$ cat src/sv/ape_pkg.sv
// Shared types, constants and helpers for the audio peak envelope block.
// Used by the channel interfaces and every module of the block but ape_ram.
package ape_pkg;

    // Store and field geometry
    localparam int MAX_BUCKETS = 64;
    localparam int BIDX_W      = $clog2(MAX_BUCKETS);
    localparam int SAMPLE_W    = 16;
    localparam int LEVEL_W     = 15;
    localparam int BCNT_W      = 7;
    localparam int CCNT_W      = 8;
    localparam int FCNT_W      = 31;
    localparam int PROD_W      = FCNT_W + BCNT_W;
    localparam int DCNT_W      = $clog2(BIDX_W);

    localparam logic [LEVEL_W-1:0] FULL_SCALE = '1;

    // Job queue between front and back
    localparam int QDEPTH = 4;
    localparam int QPTR_W = $clog2(QDEPTH);

    // Configuration port
    localparam int ADDR_W = 4;
    localparam int DATA_W = 32;
    localparam logic [1:0] REG_BUCKET_COUNT  = 2'd0;
    localparam logic [1:0] REG_CHANNEL_COUNT = 2'd1;
    localparam logic [1:0] REG_FRAME_COUNT   = 2'd2;

    localparam logic [BCNT_W-1:0] BUCKET_COUNT_RST  = BCNT_W'(MAX_BUCKETS);
    localparam logic [CCNT_W-1:0] CHANNEL_COUNT_RST = CCNT_W'(1);
    localparam logic [FCNT_W-1:0] FRAME_COUNT_RST   = FCNT_W'(1);

    // One unit of work for the back part
    typedef struct packed {
        logic                do_frame;
        logic                do_flush;
        logic [FCNT_W-1:0]   frame_idx;
        logic [LEVEL_W-1:0]  peak;
    } t_job;

    // Bucket count with values above the store size clamped to the store size
    function automatic logic [BCNT_W-1:0] active_buckets(input logic [BCNT_W-1:0] bc);
        active_buckets = (bc > BCNT_W'(MAX_BUCKETS)) ? BCNT_W'(MAX_BUCKETS) : bc;
    endfunction

endpackage

$ cat src/sv/ape_if.sv
// Valid/ready channel interfaces for samples in and bucket peaks out.
// Depends on ape_pkg for field widths.
interface ape_in_if import ape_pkg::*; ();
    logic                       valid;
    logic                       ready;
    logic signed [SAMPLE_W-1:0] sample;
    logic                       final_req;

    modport source (output valid, output sample, output final_req, input ready);
    modport sink   (input valid, input sample, input final_req, output ready);
endinterface

interface ape_out_if import ape_pkg::*; ();
    logic               valid;
    logic               ready;
    logic [BIDX_W-1:0]  bucket_index;
    logic [LEVEL_W-1:0] peak_level;
    logic               last;

    modport source (output valid, output bucket_index, output peak_level, output last,
                    input ready);
    modport sink   (input valid, input bucket_index, input peak_level, input last,
                    output ready);
endinterface

$ cat src/sv/audio_peak_envelope_top.sv
// Audio peak envelope, top level.
// Channels: i_in carries one signed 16-bit sample per item plus final_req;
// o_out carries one bucket peak per item (bucket_index, peak_level, last).
// Configuration: APB-style writes of bucket_count (0x0), channel_count (0x4)
// and frame_count (0x8); write only while the block is idle.
// Flow: a sample is accepted whenever the job queue has room. Each
// completed frame takes the bucket engine through a queue pop, one 31x7
// multiply, six divide steps, a RAM read and a RAM write, and the engine
// takes no new job until it is through; samples of a frame that do not
// complete it cost the engine nothing. On final_req the engine sweeps the
// bucket RAM, a read and an output per bucket, and emits one item per
// active bucket (bucket_count capped at 64), then clears the store.
// Reset: synchronous, active low; registers return to 64 / 1 / 1 and all
// buckets read as zero at once (valid bits), no clearing pass.
// Stall: results wait in the output register; the engine and then the
// queue fill up, and i_in.ready drops once the four-entry queue is full.
module audio_peak_envelope_top import ape_pkg::*; (
    input  logic              i_clk,
    input  logic              i_rst_n,
    ape_in_if.sink            i_in,
    ape_out_if.source         o_out,
    input  logic              psel,
    input  logic              penable,
    input  logic              pwrite,
    input  logic [ADDR_W-1:0] paddr,
    input  logic [DATA_W-1:0] pwdata,
    output logic [DATA_W-1:0] prdata,
    output logic              pready
);
    logic [BCNT_W-1:0] r_bucket_count;
    logic [CCNT_W-1:0] r_channel_count;
    logic [FCNT_W-1:0] r_frame_count;
    logic [BCNT_W-1:0] w_nb;
    logic [1:0]        w_reg_idx;
    logic              w_wr;

    logic w_push;
    logic w_full;
    logic w_pop;
    logic w_empty;
    t_job w_push_job;
    t_job w_pop_job;

    assign pready    = 1'b1;
    assign w_reg_idx = paddr[3:2];
    assign w_wr      = psel && penable && pwrite;
    assign w_nb      = active_buckets(r_bucket_count);

    // Write configuration registers
    always_ff @(posedge i_clk) begin
        if (!i_rst_n) begin
            r_bucket_count  <= BUCKET_COUNT_RST;
            r_channel_count <= CHANNEL_COUNT_RST;
            r_frame_count   <= FRAME_COUNT_RST;
        end else if (w_wr && (paddr[1:0] == 2'b00)) begin
            unique case (w_reg_idx)
                REG_BUCKET_COUNT:  r_bucket_count  <= pwdata[BCNT_W-1:0];
                REG_CHANNEL_COUNT: r_channel_count <= pwdata[CCNT_W-1:0];
                REG_FRAME_COUNT:   r_frame_count   <= pwdata[FCNT_W-1:0];
                default: ;
            endcase
        end
    end

    // Read back configuration registers
    always_comb begin
        unique case (w_reg_idx)
            REG_BUCKET_COUNT:  prdata = DATA_W'(r_bucket_count);
            REG_CHANNEL_COUNT: prdata = DATA_W'(r_channel_count);
            REG_FRAME_COUNT:   prdata = DATA_W'(r_frame_count);
            default:           prdata = '0;
        endcase
    end

    ape_front u_front (
        .i_clk           (i_clk),
        .i_rst_n         (i_rst_n),
        .i_in            (i_in),
        .i_nb            (w_nb),
        .i_channel_count (r_channel_count),
        .i_frame_count   (r_frame_count),
        .i_full          (w_full),
        .o_push          (w_push),
        .o_job           (w_push_job)
    );

    ape_queue u_queue (
        .i_clk      (i_clk),
        .i_rst_n    (i_rst_n),
        .i_push     (w_push),
        .i_push_job (w_push_job),
        .o_full     (w_full),
        .i_pop      (w_pop),
        .o_pop_job  (w_pop_job),
        .o_empty    (w_empty)
    );

    ape_back u_back (
        .i_clk         (i_clk),
        .i_rst_n       (i_rst_n),
        .i_nb          (w_nb),
        .i_frame_count (r_frame_count),
        .i_empty       (w_empty),
        .i_job         (w_pop_job),
        .o_pop         (w_pop),
        .o_out         (o_out)
    );
endmodule

$ cat src/sv/ape_ram.sv
// Generic single-write, single-read RAM with registered read data.
// No dependencies.
module ape_ram #(
    parameter int WIDTH = 15,
    parameter int DEPTH = 64
) (
    input  logic                     i_clk,
    input  logic                     i_we,
    input  logic [$clog2(DEPTH)-1:0] i_waddr,
    input  logic [WIDTH-1:0]         i_wdata,
    input  logic                     i_re,
    input  logic [$clog2(DEPTH)-1:0] i_raddr,
    output logic [WIDTH-1:0]         o_rdata
);
    logic [WIDTH-1:0] r_mem [DEPTH];
    logic [WIDTH-1:0] r_rdata;

    always_ff @(posedge i_clk) begin
        if (i_we) begin
            r_mem[i_waddr] <= i_wdata;
        end
        if (i_re) begin
            r_rdata <= r_mem[i_raddr];
        end
    end

    assign o_rdata = r_rdata;
endmodule

$ cat src/sv/ape_queue.sv
// Short job FIFO that decouples the sample front end from the bucket engine.
// Depends on ape_pkg for t_job and the queue depth.
module ape_queue import ape_pkg::*; (
    input  logic i_clk,
    input  logic i_rst_n,
    input  logic i_push,
    input  t_job i_push_job,
    output logic o_full,
    input  logic i_pop,
    output t_job o_pop_job,
    output logic o_empty
);
    t_job              r_mem [QDEPTH];
    logic [QPTR_W-1:0] r_wr_ptr;
    logic [QPTR_W-1:0] r_rd_ptr;
    logic [QPTR_W:0]   r_count;

    assign o_full    = (r_count == (QPTR_W+1)'(QDEPTH));
    assign o_empty   = (r_count == '0);
    assign o_pop_job = r_mem[r_rd_ptr];

    // Advance pointers and occupancy
    always_ff @(posedge i_clk) begin
        if (!i_rst_n) begin
            r_wr_ptr <= '0;
            r_rd_ptr <= '0;
            r_count  <= '0;
        end else begin
            if (i_push) begin
                r_wr_ptr <= r_wr_ptr + 1'b1;
            end
            if (i_pop) begin
                r_rd_ptr <= r_rd_ptr + 1'b1;
            end
            unique case ({i_push, i_pop})
                2'b10:   r_count <= r_count + 1'b1;
                2'b01:   r_count <= r_count - 1'b1;
                default: r_count <= r_count;
            endcase
        end
    end

    // Store entries
    always_ff @(posedge i_clk) begin
        if (i_push) begin
            r_mem[r_wr_ptr] <= i_push_job;
        end
    end

    a_no_overflow: assert property (@(posedge i_clk) disable iff (!i_rst_n)
        o_full |-> !i_push) else $error("job pushed into full queue");
    a_no_underflow: assert property (@(posedge i_clk) disable iff (!i_rst_n)
        o_empty |-> !i_pop) else $error("job popped from empty queue");
endmodule

$ cat src/sv/ape_front.sv
// Sample front end: magnitude, frame peak, frame counting and job issue.
// Depends on ape_pkg and the ape_in_if channel.
module ape_front import ape_pkg::*; (
    input  logic              i_clk,
    input  logic              i_rst_n,
    ape_in_if.sink            i_in,
    input  logic [BCNT_W-1:0] i_nb,
    input  logic [CCNT_W-1:0] i_channel_count,
    input  logic [FCNT_W-1:0] i_frame_count,
    input  logic              i_full,
    output logic              o_push,
    output t_job              o_job
);
    logic [LEVEL_W-1:0] r_frame_peak;
    logic [CCNT_W-1:0]  r_chpos;
    logic [FCNT_W-1:0]  r_fidx;

    logic [SAMPLE_W-1:0] w_abs;
    logic [LEVEL_W-1:0]  w_mag;
    logic [LEVEL_W-1:0]  w_peak;
    logic [CCNT_W-1:0]   w_chans;
    logic                w_close;
    logic                w_take;
    logic                w_accept;

    assign i_in.ready = !i_full;
    assign w_accept   = i_in.valid && !i_full;

    // Magnitude, saturating the most negative code to full scale
    assign w_abs = i_in.sample[SAMPLE_W-1] ? SAMPLE_W'(-i_in.sample)
                                           : SAMPLE_W'(i_in.sample);
    assign w_mag = (w_abs > SAMPLE_W'(FULL_SCALE)) ? FULL_SCALE : w_abs[LEVEL_W-1:0];
    assign w_peak = (w_mag > r_frame_peak) ? w_mag : r_frame_peak;

    // Frame closes once the channel position reaches the channel count
    assign w_chans = (i_channel_count == '0) ? CCNT_W'(1) : i_channel_count;
    assign w_close = (({1'b0, r_chpos} + (CCNT_W+1)'(1)) >= {1'b0, w_chans});
    assign w_take  = w_close && (r_fidx < i_frame_count);

    // Build the job for the back part
    always_comb begin
        o_job.do_frame  = w_take && (i_nb != '0);
        o_job.do_flush  = i_in.final_req;
        o_job.frame_idx = r_fidx;
        o_job.peak      = w_peak;
    end
    assign o_push = w_accept && (o_job.do_frame || o_job.do_flush);

    // Track frame state; drop everything after the final sample
    always_ff @(posedge i_clk) begin
        if (!i_rst_n) begin
            r_frame_peak <= '0;
            r_chpos      <= '0;
            r_fidx       <= '0;
        end else if (w_accept) begin
            priority if (i_in.final_req) begin
                r_frame_peak <= '0;
                r_chpos      <= '0;
                r_fidx       <= '0;
            end else if (w_close) begin
                r_frame_peak <= '0;
                r_chpos      <= '0;
                if (w_take) begin
                    r_fidx <= r_fidx + 1'b1;
                end
            end else begin
                r_frame_peak <= w_peak;
                r_chpos      <= r_chpos + 1'b1;
            end
        end
    end
endmodule

$ cat src/sv/ape_back.sv
// Bucket engine: bucket index by multiply and iterative divide, peak update
// in the bucket RAM, and the emission sweep. Depends on ape_pkg, ape_ram, ape_out_if.
module ape_back import ape_pkg::*; (
    input  logic              i_clk,
    input  logic              i_rst_n,
    input  logic [BCNT_W-1:0] i_nb,
    input  logic [FCNT_W-1:0] i_frame_count,
    input  logic              i_empty,
    input  t_job              i_job,
    output logic              o_pop,
    ape_out_if.source         o_out
);
    localparam logic [2:0] S_IDLE = 3'd0;
    localparam logic [2:0] S_MUL  = 3'd1;
    localparam logic [2:0] S_DIV  = 3'd2;
    localparam logic [2:0] S_RD   = 3'd3;
    localparam logic [2:0] S_WR   = 3'd4;
    localparam logic [2:0] S_FRD  = 3'd5;
    localparam logic [2:0] S_FOUT = 3'd6;

    logic [2:0]           r_state;
    logic [MAX_BUCKETS-1:0] r_valid;
    logic                 r_out_valid;
    t_job                 r_job;
    logic [FCNT_W-1:0]    r_rem;
    logic [BIDX_W-1:0]    r_nlo;
    logic [BIDX_W-1:0]    r_q;
    logic [DCNT_W-1:0]    r_cnt;
    logic [BIDX_W-1:0]    r_k;
    logic [BIDX_W-1:0]    r_out_idx;
    logic [LEVEL_W-1:0]   r_out_peak;
    logic                 r_out_last;

    logic [PROD_W-1:0]    w_prod;
    logic [FCNT_W:0]      w_trial;
    logic [FCNT_W:0]      w_diff;
    logic                 w_ge;
    logic [LEVEL_W-1:0]   w_rdata;
    logic [LEVEL_W-1:0]   w_old;
    logic                 w_re;
    logic [BIDX_W-1:0]    w_raddr;
    logic                 w_we;
    logic                 w_out_free;
    logic                 w_k_last;

    // Bucket numerator and one restoring-division step
    assign w_prod  = PROD_W'(r_job.frame_idx) * PROD_W'(i_nb);
    assign w_trial = {r_rem, r_nlo[BIDX_W-1]};
    assign w_diff  = w_trial - {1'b0, i_frame_count};
    assign w_ge    = (w_trial >= {1'b0, i_frame_count});

    // Bucket store access; an unwritten bucket reads as zero
    assign w_old   = r_valid[r_q] ? w_rdata : '0;
    assign w_re    = (r_state == S_RD) || (r_state == S_FRD);
    assign w_raddr = (r_state == S_FRD) ? r_k : r_q;
    assign w_we    = (r_state == S_WR) && (r_job.peak > w_old);

    assign o_pop      = (r_state == S_IDLE) && !i_empty;
    assign w_out_free = !r_out_valid || o_out.ready;
    assign w_k_last   = (({1'b0, r_k} + BCNT_W'(1)) == i_nb);

    ape_ram #(.WIDTH(LEVEL_W), .DEPTH(MAX_BUCKETS)) u_bucket_ram (
        .i_clk   (i_clk),
        .i_we    (w_we),
        .i_waddr (r_q),
        .i_wdata (r_job.peak),
        .i_re    (w_re),
        .i_raddr (w_raddr),
        .o_rdata (w_rdata)
    );

    // Sequence jobs and bucket valid bits
    always_ff @(posedge i_clk) begin
        if (!i_rst_n) begin
            r_state     <= S_IDLE;
            r_valid     <= '0;
        end else begin
            unique case (r_state)
                S_IDLE: begin
                    if (!i_empty) begin
                        priority if (i_job.do_frame) begin
                            r_state <= S_MUL;
                        end else if (i_job.do_flush && (i_nb != '0)) begin
                            r_state <= S_FRD;
                        end else if (i_job.do_flush) begin
                            r_valid <= '0;
                        end
                    end
                end
                S_MUL: r_state <= S_DIV;
                S_DIV: begin
                    if (r_cnt == '0) begin
                        r_state <= S_RD;
                    end
                end
                S_RD: r_state <= S_WR;
                S_WR: begin
                    if (w_we) begin
                        r_valid[r_q] <= 1'b1;
                    end
                    r_state <= r_job.do_flush ? S_FRD : S_IDLE;
                end
                S_FRD: r_state <= S_FOUT;
                S_FOUT: begin
                    if (w_out_free) begin
                        if (w_k_last) begin
                            r_valid <= '0;
                            r_state <= S_IDLE;
                        end else begin
                            r_state <= S_FRD;
                        end
                    end
                end
                default: r_state <= S_IDLE;
            endcase
        end
    end

    // Load the output register from the sweep; drop valid once the item is taken
    always_ff @(posedge i_clk) begin
        if (!i_rst_n) begin
            r_out_valid <= 1'b0;
        end else if ((r_state == S_FOUT) && w_out_free) begin
            r_out_valid <= 1'b1;
        end else if (o_out.ready) begin
            r_out_valid <= 1'b0;
        end
    end

    // Datapath registers
    always_ff @(posedge i_clk) begin
        unique case (r_state)
            S_IDLE: begin
                r_job <= i_job;
                r_k   <= '0;
            end
            S_MUL: begin
                r_rem <= w_prod[FCNT_W+BIDX_W-1:BIDX_W];
                r_nlo <= w_prod[BIDX_W-1:0];
                r_cnt <= DCNT_W'(BIDX_W - 1);
            end
            S_DIV: begin
                r_rem <= w_ge ? w_diff[FCNT_W-1:0] : w_trial[FCNT_W-1:0];
                r_nlo <= r_nlo << 1;
                r_q   <= {r_q[BIDX_W-2:0], w_ge};
                r_cnt <= r_cnt - 1'b1;
            end
            S_FOUT: begin
                if (w_out_free) begin
                    r_out_idx  <= r_k;
                    r_out_peak <= r_valid[r_k] ? w_rdata : '0;
                    r_out_last <= w_k_last;
                    r_k        <= r_k + 1'b1;
                end
            end
            default: begin
                r_k <= r_k;
            end
        endcase
    end

    assign o_out.valid        = r_out_valid;
    assign o_out.bucket_index = r_out_idx;
    assign o_out.peak_level   = r_out_peak;
    assign o_out.last         = r_out_last;

    a_last_index: assert property (@(posedge i_clk) disable iff (!i_rst_n)
        (r_out_valid && r_out_last) |-> ({1'b0, r_out_idx} + BCNT_W'(1) == i_nb))
        else $error("last flag not on final bucket");
    a_bucket_range: assert property (@(posedge i_clk) disable iff (!i_rst_n)
        (r_state == S_WR) |-> ({1'b0, r_q} < i_nb))
        else $error("bucket index out of range");
    a_rem_bound: assert property (@(posedge i_clk) disable iff (!i_rst_n)
        (r_state == S_DIV) |-> (r_rem < i_frame_count))
        else $error("divider remainder not below divisor");
endmodule

$ cat src/flat_wrapper.sv
// flat-port wrapper written by rule: the top's interface ports become plain ports
module audio_peak_envelope_top_flat import ape_pkg::*;
  (i_clk, i_rst_n, psel, penable, pwrite, paddr, pwdata, prdata, pready, i_in_valid, i_in_sample, i_in_final_req, i_in_ready, o_out_valid, o_out_bucket_index, o_out_peak_level, o_out_last, o_out_ready);
  ape_in_if i_in_i ();
  ape_out_if o_out_i ();
  input  logic i_clk;
  input  logic i_rst_n;
  input  logic psel;
  input  logic penable;
  input  logic pwrite;
  input  logic [ADDR_W-1:0] paddr;
  input  logic [DATA_W-1:0] pwdata;
  output logic [DATA_W-1:0] prdata;
  output logic pready;
  input wire logic [$bits(i_in_i.valid)-1:0] i_in_valid;
  input wire logic [$bits(i_in_i.sample)-1:0] i_in_sample;
  input wire logic [$bits(i_in_i.final_req)-1:0] i_in_final_req;
  output wire logic [$bits(i_in_i.ready)-1:0] i_in_ready;
  output wire logic [$bits(o_out_i.valid)-1:0] o_out_valid;
  output wire logic [$bits(o_out_i.bucket_index)-1:0] o_out_bucket_index;
  output wire logic [$bits(o_out_i.peak_level)-1:0] o_out_peak_level;
  output wire logic [$bits(o_out_i.last)-1:0] o_out_last;
  input wire logic [$bits(o_out_i.ready)-1:0] o_out_ready;
  assign i_in_i.valid = i_in_valid;
  assign i_in_i.sample = i_in_sample;
  assign i_in_i.final_req = i_in_final_req;
  assign i_in_ready = i_in_i.ready;
  assign o_out_valid = o_out_i.valid;
  assign o_out_bucket_index = o_out_i.bucket_index;
  assign o_out_peak_level = o_out_i.peak_level;
  assign o_out_last = o_out_i.last;
  assign o_out_i.ready = o_out_ready;
  audio_peak_envelope_top u_core (.i_clk(i_clk), .i_rst_n(i_rst_n), .i_in(i_in_i), .o_out(o_out_i), .psel(psel), .penable(penable), .pwrite(pwrite), .paddr(paddr), .pwdata(pwdata), .prdata(prdata), .pready(pready));
endmodule
$ cat config.mk
export PLATFORM = sky130hd
export DESIGN_NAME = audio_peak_envelope_top_flat
export DESIGN_NICKNAME = d
export VERILOG_FILES = /design/src/sv/ape_pkg.sv /design/src/sv/ape_if.sv /design/src/sv/audio_peak_envelope_top.sv /design/src/sv/ape_ram.sv /design/src/sv/ape_queue.sv /design/src/sv/ape_front.sv /design/src/sv/ape_back.sv /design/src/flat_wrapper.sv
export SDC_FILE = /design/constraint.sdc
export NUM_CORES = 2
export LEC_CHECK = 0
export BUFFER_PORTS_ARGS = -buffer_cell sky130_fd_sc_hd__buf_2
export CORE_AREA = 2 2 252 502
export CTS_CLUSTER_DIAMETER = 80
export DETAILED_ROUTE_END_ITERATION = 16
export DIE_AREA = 0 0 254 504
export PLACE_DENSITY = 0.82
export RECOVER_POWER = 100
export SYNTH_ARGS = -nofsm -noshare
export SYNTH_HDL_FRONTEND = slang
export SYNTH_SLANG_ARGS = --single-unit
$ cat constraint.sdc
create_clock -name i_clk -period 9.7 [get_ports i_clk]
set_clock_uncertainty 0.2 [all_clocks]
set_input_delay 0.97 -clock i_clk [delete_from_list [all_inputs] [get_ports i_clk]]
set_output_delay 0.97 -clock i_clk [all_outputs]
set_load 0.03 [all_outputs]
* Word-level counts from Yosys, hierarchy flattened
Memory sizes are Yosys's and may differ from the RTL's. A register that Yosys moved wholly into a read port is not among the register bits. Cells that the tools add are included. Widths: inputs -> output; s select.
Word-level totals: output and inout bits 57, memories 2, bits in writable memories 1152, word-level logic and storage cells 162, input port bits 60, flip-flop bits (word level) 296
Memories:
- u_core.u_back.u_bucket_ram.r_mem | depth 64, bits a word 15, read ports 1, clocked after memory_dff 1, wr ports 1, line ape_ram.sv:15 | logic [WIDTH-1:0] r_mem [DEPTH];
- u_core.u_queue.r_mem | depth 4, bits a word 48, read ports 1, clocked after memory_dff 1, wr ports 1, line ape_queue.sv:13 | t_job r_mem [QDEPTH];
Operators by class: $lt $le $gt $ge 10, mux-type cells 52, equal/unequal tests 21, multipliers 1, reductions and logical operators 40, $add $sub $neg 12, bitwise operators 1
Operators with widths (count):
- $mux 64 | 7
- $pmux 64 s3 | 1
- $mux 31 | 4
- $pmux 31 s3 | 1
- $mux 15 | 5
- $or 64x64->64 | 1
- $pmux 31 s2 | 1
- $mul 31x7->37 | 1
- $ge 32x31->1 | 1
- $add 31x1->31 const B | 1
- $lt 31x31->1 | 1
- $sub 31x31->31 | 1
- $gt 15x15->1 | 2
- $mux 8 | 3
- $pmux 6 s2 | 2
- $mux 3 | 7
- $pmux 3 s7 | 1
- $gt 16x15->1 const B | 1
- $mux 16 | 1
- $neg 16->16 | 1
- $lt 6x7->1 const B | 2
- $ne 2x2->1 const B | 7
- $bmux 1 s6 | 2
- $eq 3x3->1 const B | 4
- other kinds (36) | 79

* Longest topological paths before layout
depth after elaboration 9, gate-level depth with buffers 22

* Cells and area by module
From an unflattened synthesis, not the netlist that was laid out.
Unflattened totals: cells, all modules 4572, area, all modules 68757.2 µm²
Modules (own cells, without submodules):
- ape_ram | instances 1, area an instance 37339.6 µm², cells each 1638
- ape_back | instances 1, area an instance 17180.2 µm², cells each 1790
- ape_queue | instances 1, area an instance 7368.3 µm², cells each 296
- ape_front | instances 1, area an instance 4599.4 µm², cells each 593
- audio_peak_envelope_top | instances 1, area an instance 2269.7 µm², cells each 255

* Worst setup path after synthesis
OpenSTA, ideal clock, no wires.
path type register -> register, start register u_core.r_bucket_count[6], end register u_core.u_back.r_rem[29], data pin, data required time 9.223 ns, data arrival time 5.307 ns, path slack 3.916 ns, path buffers 2, cell stages (with the launch flop) 22, clock period less this slack 5.784 ns, library setup time 0.277 ns, cells stage by stage dfxtp_1 -> clkbuf_1 -> nor2b_1 -> clkbuf_1 -> and2_1 -> fa_1 -> fa_1 -> fa_1 -> inv_1 -> fa_1 -> inv_1 -> ha_1 -> a21oi_1 -> o21ai_0 -> a221oi_1 -> o31ai_1 -> a31oi_1 -> o21a_1 -> nand2b_1 -> a221oi_1 -> xnor2_1 -> o22ai_1
On the way: cells in the longest elaborated chain, start to end 4
Ends and longest elaborated chain:
- start: declaration | line audio_peak_envelope_top.sv:30 | logic [BCNT_W-1:0] r_bucket_count;
- start signal: assignment | line audio_peak_envelope_top.sv:57 | REG_BUCKET_COUNT: r_bucket_count <= pwdata[BCNT_W-1:0];
- $gt 7x7->1 | line ape_pkg.sv:43 | active_buckets = (bc > BCNT_W'(MAX_BUCKETS)) ? BCNT_W'(MAX_BUCKETS) : bc;
- $mux 7 (*) | line ape_pkg.sv:43
- $mul 31x7->37 (*) | line ape_back.sv:47 | assign w_prod = PROD_W'(r_job.frame_idx) * PROD_W'(i_nb);
- $pmux 31 s2 (*) | line ape_back.sv:132 | unique case (r_state)
- end signal: assignment | line ape_back.sv:138 | r_rem <= w_prod[FCNT_W+BIDX_W-1:BIDX_W];
- end signal: assignment | line ape_back.sv:143 | r_rem <= w_ge ? w_diff[FCNT_W-1:0] : w_trial[FCNT_W-1:0];
- end: declaration | line ape_back.sv:25 | logic [FCNT_W-1:0] r_rem;
Mark *: on every way between the ends. The rest lies on a longest branch, timed or not. A chain may end at the register's enable or synchronous reset.

* Worst setup path in the final report
start register u_core.u_back.r_q[0], end memory u_core.u_back.u_bucket_ram.r_mem[88][1], in the netlist u_core.u_back.u_bucket_ram.r_mem[22][1] (enable)
On the way: cells in the longest elaborated chain, start to end 7
Ends and longest elaborated chain:
- start: declaration | line ape_back.sv:27 | logic [BIDX_W-1:0] r_q;
- start signal: assignment | line ape_back.sv:145 | r_q <= {r_q[BIDX_W-2:0], w_ge};
- $bmux 1 s6 | line ape_back.sv:53 | assign w_old = r_valid[r_q] ? w_rdata : '0;
- $mux 1 (implied by the code) | line ape_back.sv:53
- $mux 15 | line ape_back.sv:53
- $gt 15x15->1 | line ape_back.sv:56 | assign w_we = (r_state == S_WR) && (r_job.peak > w_old);
- $logic_and 1x1->1 | line ape_back.sv:56
- $mux 1 | line ape_ram.sv:19 | if (i_we) begin
- $mux 1 (implied by the code) | line ape_ram.sv:20 | r_mem[i_waddr] <= i_wdata;
- end: declaration | line ape_ram.sv:15
Parallel ways exist; a longest one is shown, timed or not. The select of a mux whose other input is x is not followed.

==> impl_metrics.yaml <==
route:
  first_pass_iters: 6
  wl_per_cell_um: 25.8
  ant_nets: 0
  drt_iter0_markers: 4159
  drcViolationCount: 0
  via_per_inst: 6.30
  wl_um: 167000
  num_vias: 40600
outcome:
  violations: "capacitance limit, slew limit"
  status: "finished with violations"
global_routing:
  grtUsageTotal_pct: 26.3
  first_global_vias: 42600
  grt-ovfl-total: 0
  antenna_found_initial: 1
  grt_start_max_net_pins: 130
  grt_pass1_wl_um: 252000
synth:
  synthArstFlopShare_pct: 0
  synth_compound_area_share_pct: 7.08
  synth_top_family_by_area: "multiplexers"
  ys_types: 86
  synthesis.area_per_instance_um2: 14.9
  ys_dominant_reg_cell: "edfxtp_1"
  yosysWarnings: 0
  syn_nets: 4940
  synth_mux_area_share_pct: 11.2
  yosysSeqAreaShare_pct: 62.2
  synth_adder_area_share_pct: 7.30
  yosys.area_share.simple_pct: 8.37
  synth_area_um2: 67900
  synth_xor_area_share_pct: 1.17
  syn-instance-count: 4571
  synth-seq-cells: 1465
  synth_edf_count: 1288
layout:
  final_layout_size_suffix_gt1_share_pct: 14.3
  multi_input_area_um2: 23900
  seq_area_um2: 42200
  syn_to_final_growth_pct: 9.51
  fin_nets: 5052
  instances_no_fill: 6453
  fillers: 9129
setup_path:
  path_class: "reg -> reg"
  cp_data_required_time_ns: 9.86
  crit_path_end_kind: "flop"
  crit_start: "u_core.u_back.r_q[0]$_DFFE_PP_"
  cp_data_arrival_time_ns: 8.45
  r2r_start: "u_core.u_back.r_q[0]$_DFFE_PP_"
  path_max_fanout: 24
  start_kind: "flop"
power:
  leakage_nw: 25.3
  power_mw: 18.5
  powerDensity_nw_per_um2: 249
  irDropWorstVdd_mv: 0.182
sta:
  timing.fmax_ghz: 0.121
  period_needed_ns: 8.29
  finalSetupViolCount: 0
  rsz0062_at_grt: "no"
  finalHoldViolations: 0
  worst_slack_ns: 1.41
  worst_pin_slew_ns: 3.56
  slew_headroom_pct: -137
  whs_ns: 0.264
  slew_violations: 1786
  finalSetupTns_ns: 0
  min_period_over_period_pct: 85.4
place:
  numPortBuffers: 113
  gp_congestion: 0.963
  hpwlAfterDp_um: 108000
  dpl_worst_slack_ns: 2.60
  place_inst: 6229
clocking:
  clockBufferDepth: 3
  htreeDepth: 3
  cts_root_buffer: "clkbuf_16"
  clkSinkCount: 1465
  cts_hold_buf: 0
  clk_pin_slew_ns: 0.07
  cts_tree: "yes"
  postCtsSetupRepairBufs: 0
  cts_buffers: 117
  cts.repair.resized: 0
  clk_latency_ns: 0.77
min_path:
  holdCritPathClass: "in -> reg"
  worstHoldStart: "pwdata[28]"
die:
  rows: 183
  die_x_um: 254
  die-area_um2: 128000
  die_y_um: 504
  core_area_um2: 124000
  pin_count: 117
  initial_core_util_pct: 54.7
flow_run:
  drv_cap: 41
## state kept, by name (all words and copies together), names as in the netlist, 7 cells and up, named ones only
signal,cells
u_core.r_frame_count,31
u_core.u_back.r_rem,31
u_core.u_queue.r_mem,192
u_core.u_front.r_frame_peak,15
u_core.u_back.u_bucket_ram.r_mem,960
u_core.u_front.r_fidx,31
u_core.r_channel_count,8
u_core.u_back.o_out.peak_level,15
u_core.u_back.u_bucket_ram.o_rdata,15
u_core.u_back.r_valid,64
u_core.u_front.r_chpos,8
u_core.r_bucket_count,7
u_core.u_back.r_job,47
## layout by cell type, fill, tap and decap left out, types with 40 or more instances in the layout
cell type / instances
a21oi_1: 230
mux4_2: 315
inv_1: 215
o21ai_0: 101
nor2_1: 235
dfxtp_1: 176
and2_1: 226
edfxtp_1: 1288
fa_1: 145
a211oi_1: 105
ha_1: 164
a21o_1: 41
xor2_1: 43
nor2b_1: 50
clkbuf_1: 134
and2_0: 46
a31oi_1: 46
nand2_1: 392
nand3_1: 44
buf_2: 77
clkbuf_16: 117
xnor2_1: 48
a21boi_0: 40
## kinds of logic after synthesis
| family | after synthesis |
|---|---|
| compound gates | 737 |
| fa+ha+maj | 309 |
| mux | 362 |
| other cells | 2 |
| xor+xnor | 91 |
| flops | 1465 |
| buf+inv | 453 |
| simple gates | 1152 |
## where the power goes
group | internal [mW] | total [mW] | switching (mW)
clock | 2.91 | 5.25 | 2.35
sequential | 8.13 | 8.49 | 0.355
combinational | 1.59 | 4.79 | 3.20
## synth_stat cells, types with 5 or more instances
| library cell | number | share of area, % |
|---|---|---|
| edfxtp_1 | 1288 | 57 |
| or3_1 | 26 | 0.24 |
| buf_1 | 22 | 0.12 |
| mux2i_1 | 40 | 0.59 |
| nand2b_1 | 19 | 0.18 |
| a22oi_1 | 12 | 0.13 |
| and2_1 | 274 | 2.5 |
| buf_2 | 38 | 0.28 |
| a311oi_1 | 35 | 0.45 |
| fa_1 | 145 | 4.3 |
| nor2b_1 | 55 | 0.51 |
| mux2_2 | 6 | 0.099 |
| nand4_1 | 16 | 0.15 |
| o31ai_1 | 10 | 0.11 |
| o21a_1 | 21 | 0.23 |
| dfxtp_1 | 177 | 5.2 |
| nor2_1 | 245 | 1.4 |
| a32o_1 | 15 | 0.22 |
| mux4_2 | 315 | 10 |
| o21bai_1 | 8 | 0.088 |
| xor2_1 | 43 | 0.55 |
| a21oi_1 | 229 | 1.7 |
| nor3_1 | 20 | 0.15 |
| a21boi_0 | 40 | 0.44 |
| a211oi_1 | 105 | 1.2 |
| o22ai_1 | 5 | 0.046 |
| clkbuf_1 | 149 | 0.82 |
| o41ai_1 | 5 | 0.064 |
| inv_1 | 216 | 1.2 |
| nand2_1 | 392 | 2.2 |
| a221oi_1 | 13 | 0.17 |
| and3_1 | 12 | 0.11 |
| or2_2 | 6 | 0.055 |
| ha_1 | 164 | 3.0 |
| o21ai_0 | 101 | 0.74 |
| o211ai_1 | 15 | 0.17 |
| buf_6 | 5 | 0.083 |
| a31oi_1 | 46 | 0.42 |
| nand3_1 | 44 | 0.32 |
| xnor2_1 | 48 | 0.62 |
| buf_4 | 20 | 0.22 |
| a21o_1 | 41 | 0.45 |
## per-layer routing
metal / GRT usage, % / wire, um
met5: 0 / 0
met4: 20.2 / 14700
met3: 3.56 / 10600
met2: 47.7 / 89400
met1: 27.0 / 52000
## critical path, cell delays in order, from the launching register on
cell and delay (ns):
edfxtp_1 0.33, clkbuf_1 0.98, nor2_1 0.49, a221oi_1 0.42
nor2_1 0.09, o21ai_0 0.25, nand4_1 0.12, or3_1 0.68
nand2_1 0.19, ha_1 0.14, and4_1 0.21, and3_1 0.17
nand3_1 0.14, o21bai_1 0.19, a211oi_1 0.91, nand3_1 0.23
nor2_1 0.25, nand2_1 0.50, nor2_1 1.37
## layout make-up
class,instances,share of cell area [%]
clock buffer,130,4.06
sequential,1465,56.8
timing repair buffer,227,1.45
antenna,1,0.00336
tap,1665,2.80
multi-input combinational,2653,32.1
clock inverter,93,1.70
inverter,219,1.11
## through the flow
| step | area [um^2] | util (%) |
|---|---|---|
| floorplan | 67900 | - |
| global placement | 70600 | 56.9 |
| detailed placement | 70600 | 56.9 |
| CTS | 74900 | 60.3 |
| global route | 74400 | 59.9 |
| finish | 74400 | 59.9 |
## worst paths after layout
kind | slack (ns) | cells past startpoint | end
max | 1.41 | 18 | u_core.u_back.u_bucket_ram.r_mem[22][1]$_DFFE_PP_
min | 0.26 | 3 | u_core.r_frame_count[28]$_SDFFE_PN0P_
max reg2reg | 1.41 | 18 | u_core.u_back.u_bucket_ram.r_mem[22][1]$_DFFE_PP_
min reg2reg | 0.27 | 1 | u_core.u_front.r_frame_peak[3]$_SDFFE_PN0P_
Power figures use the tool's default switching activity.
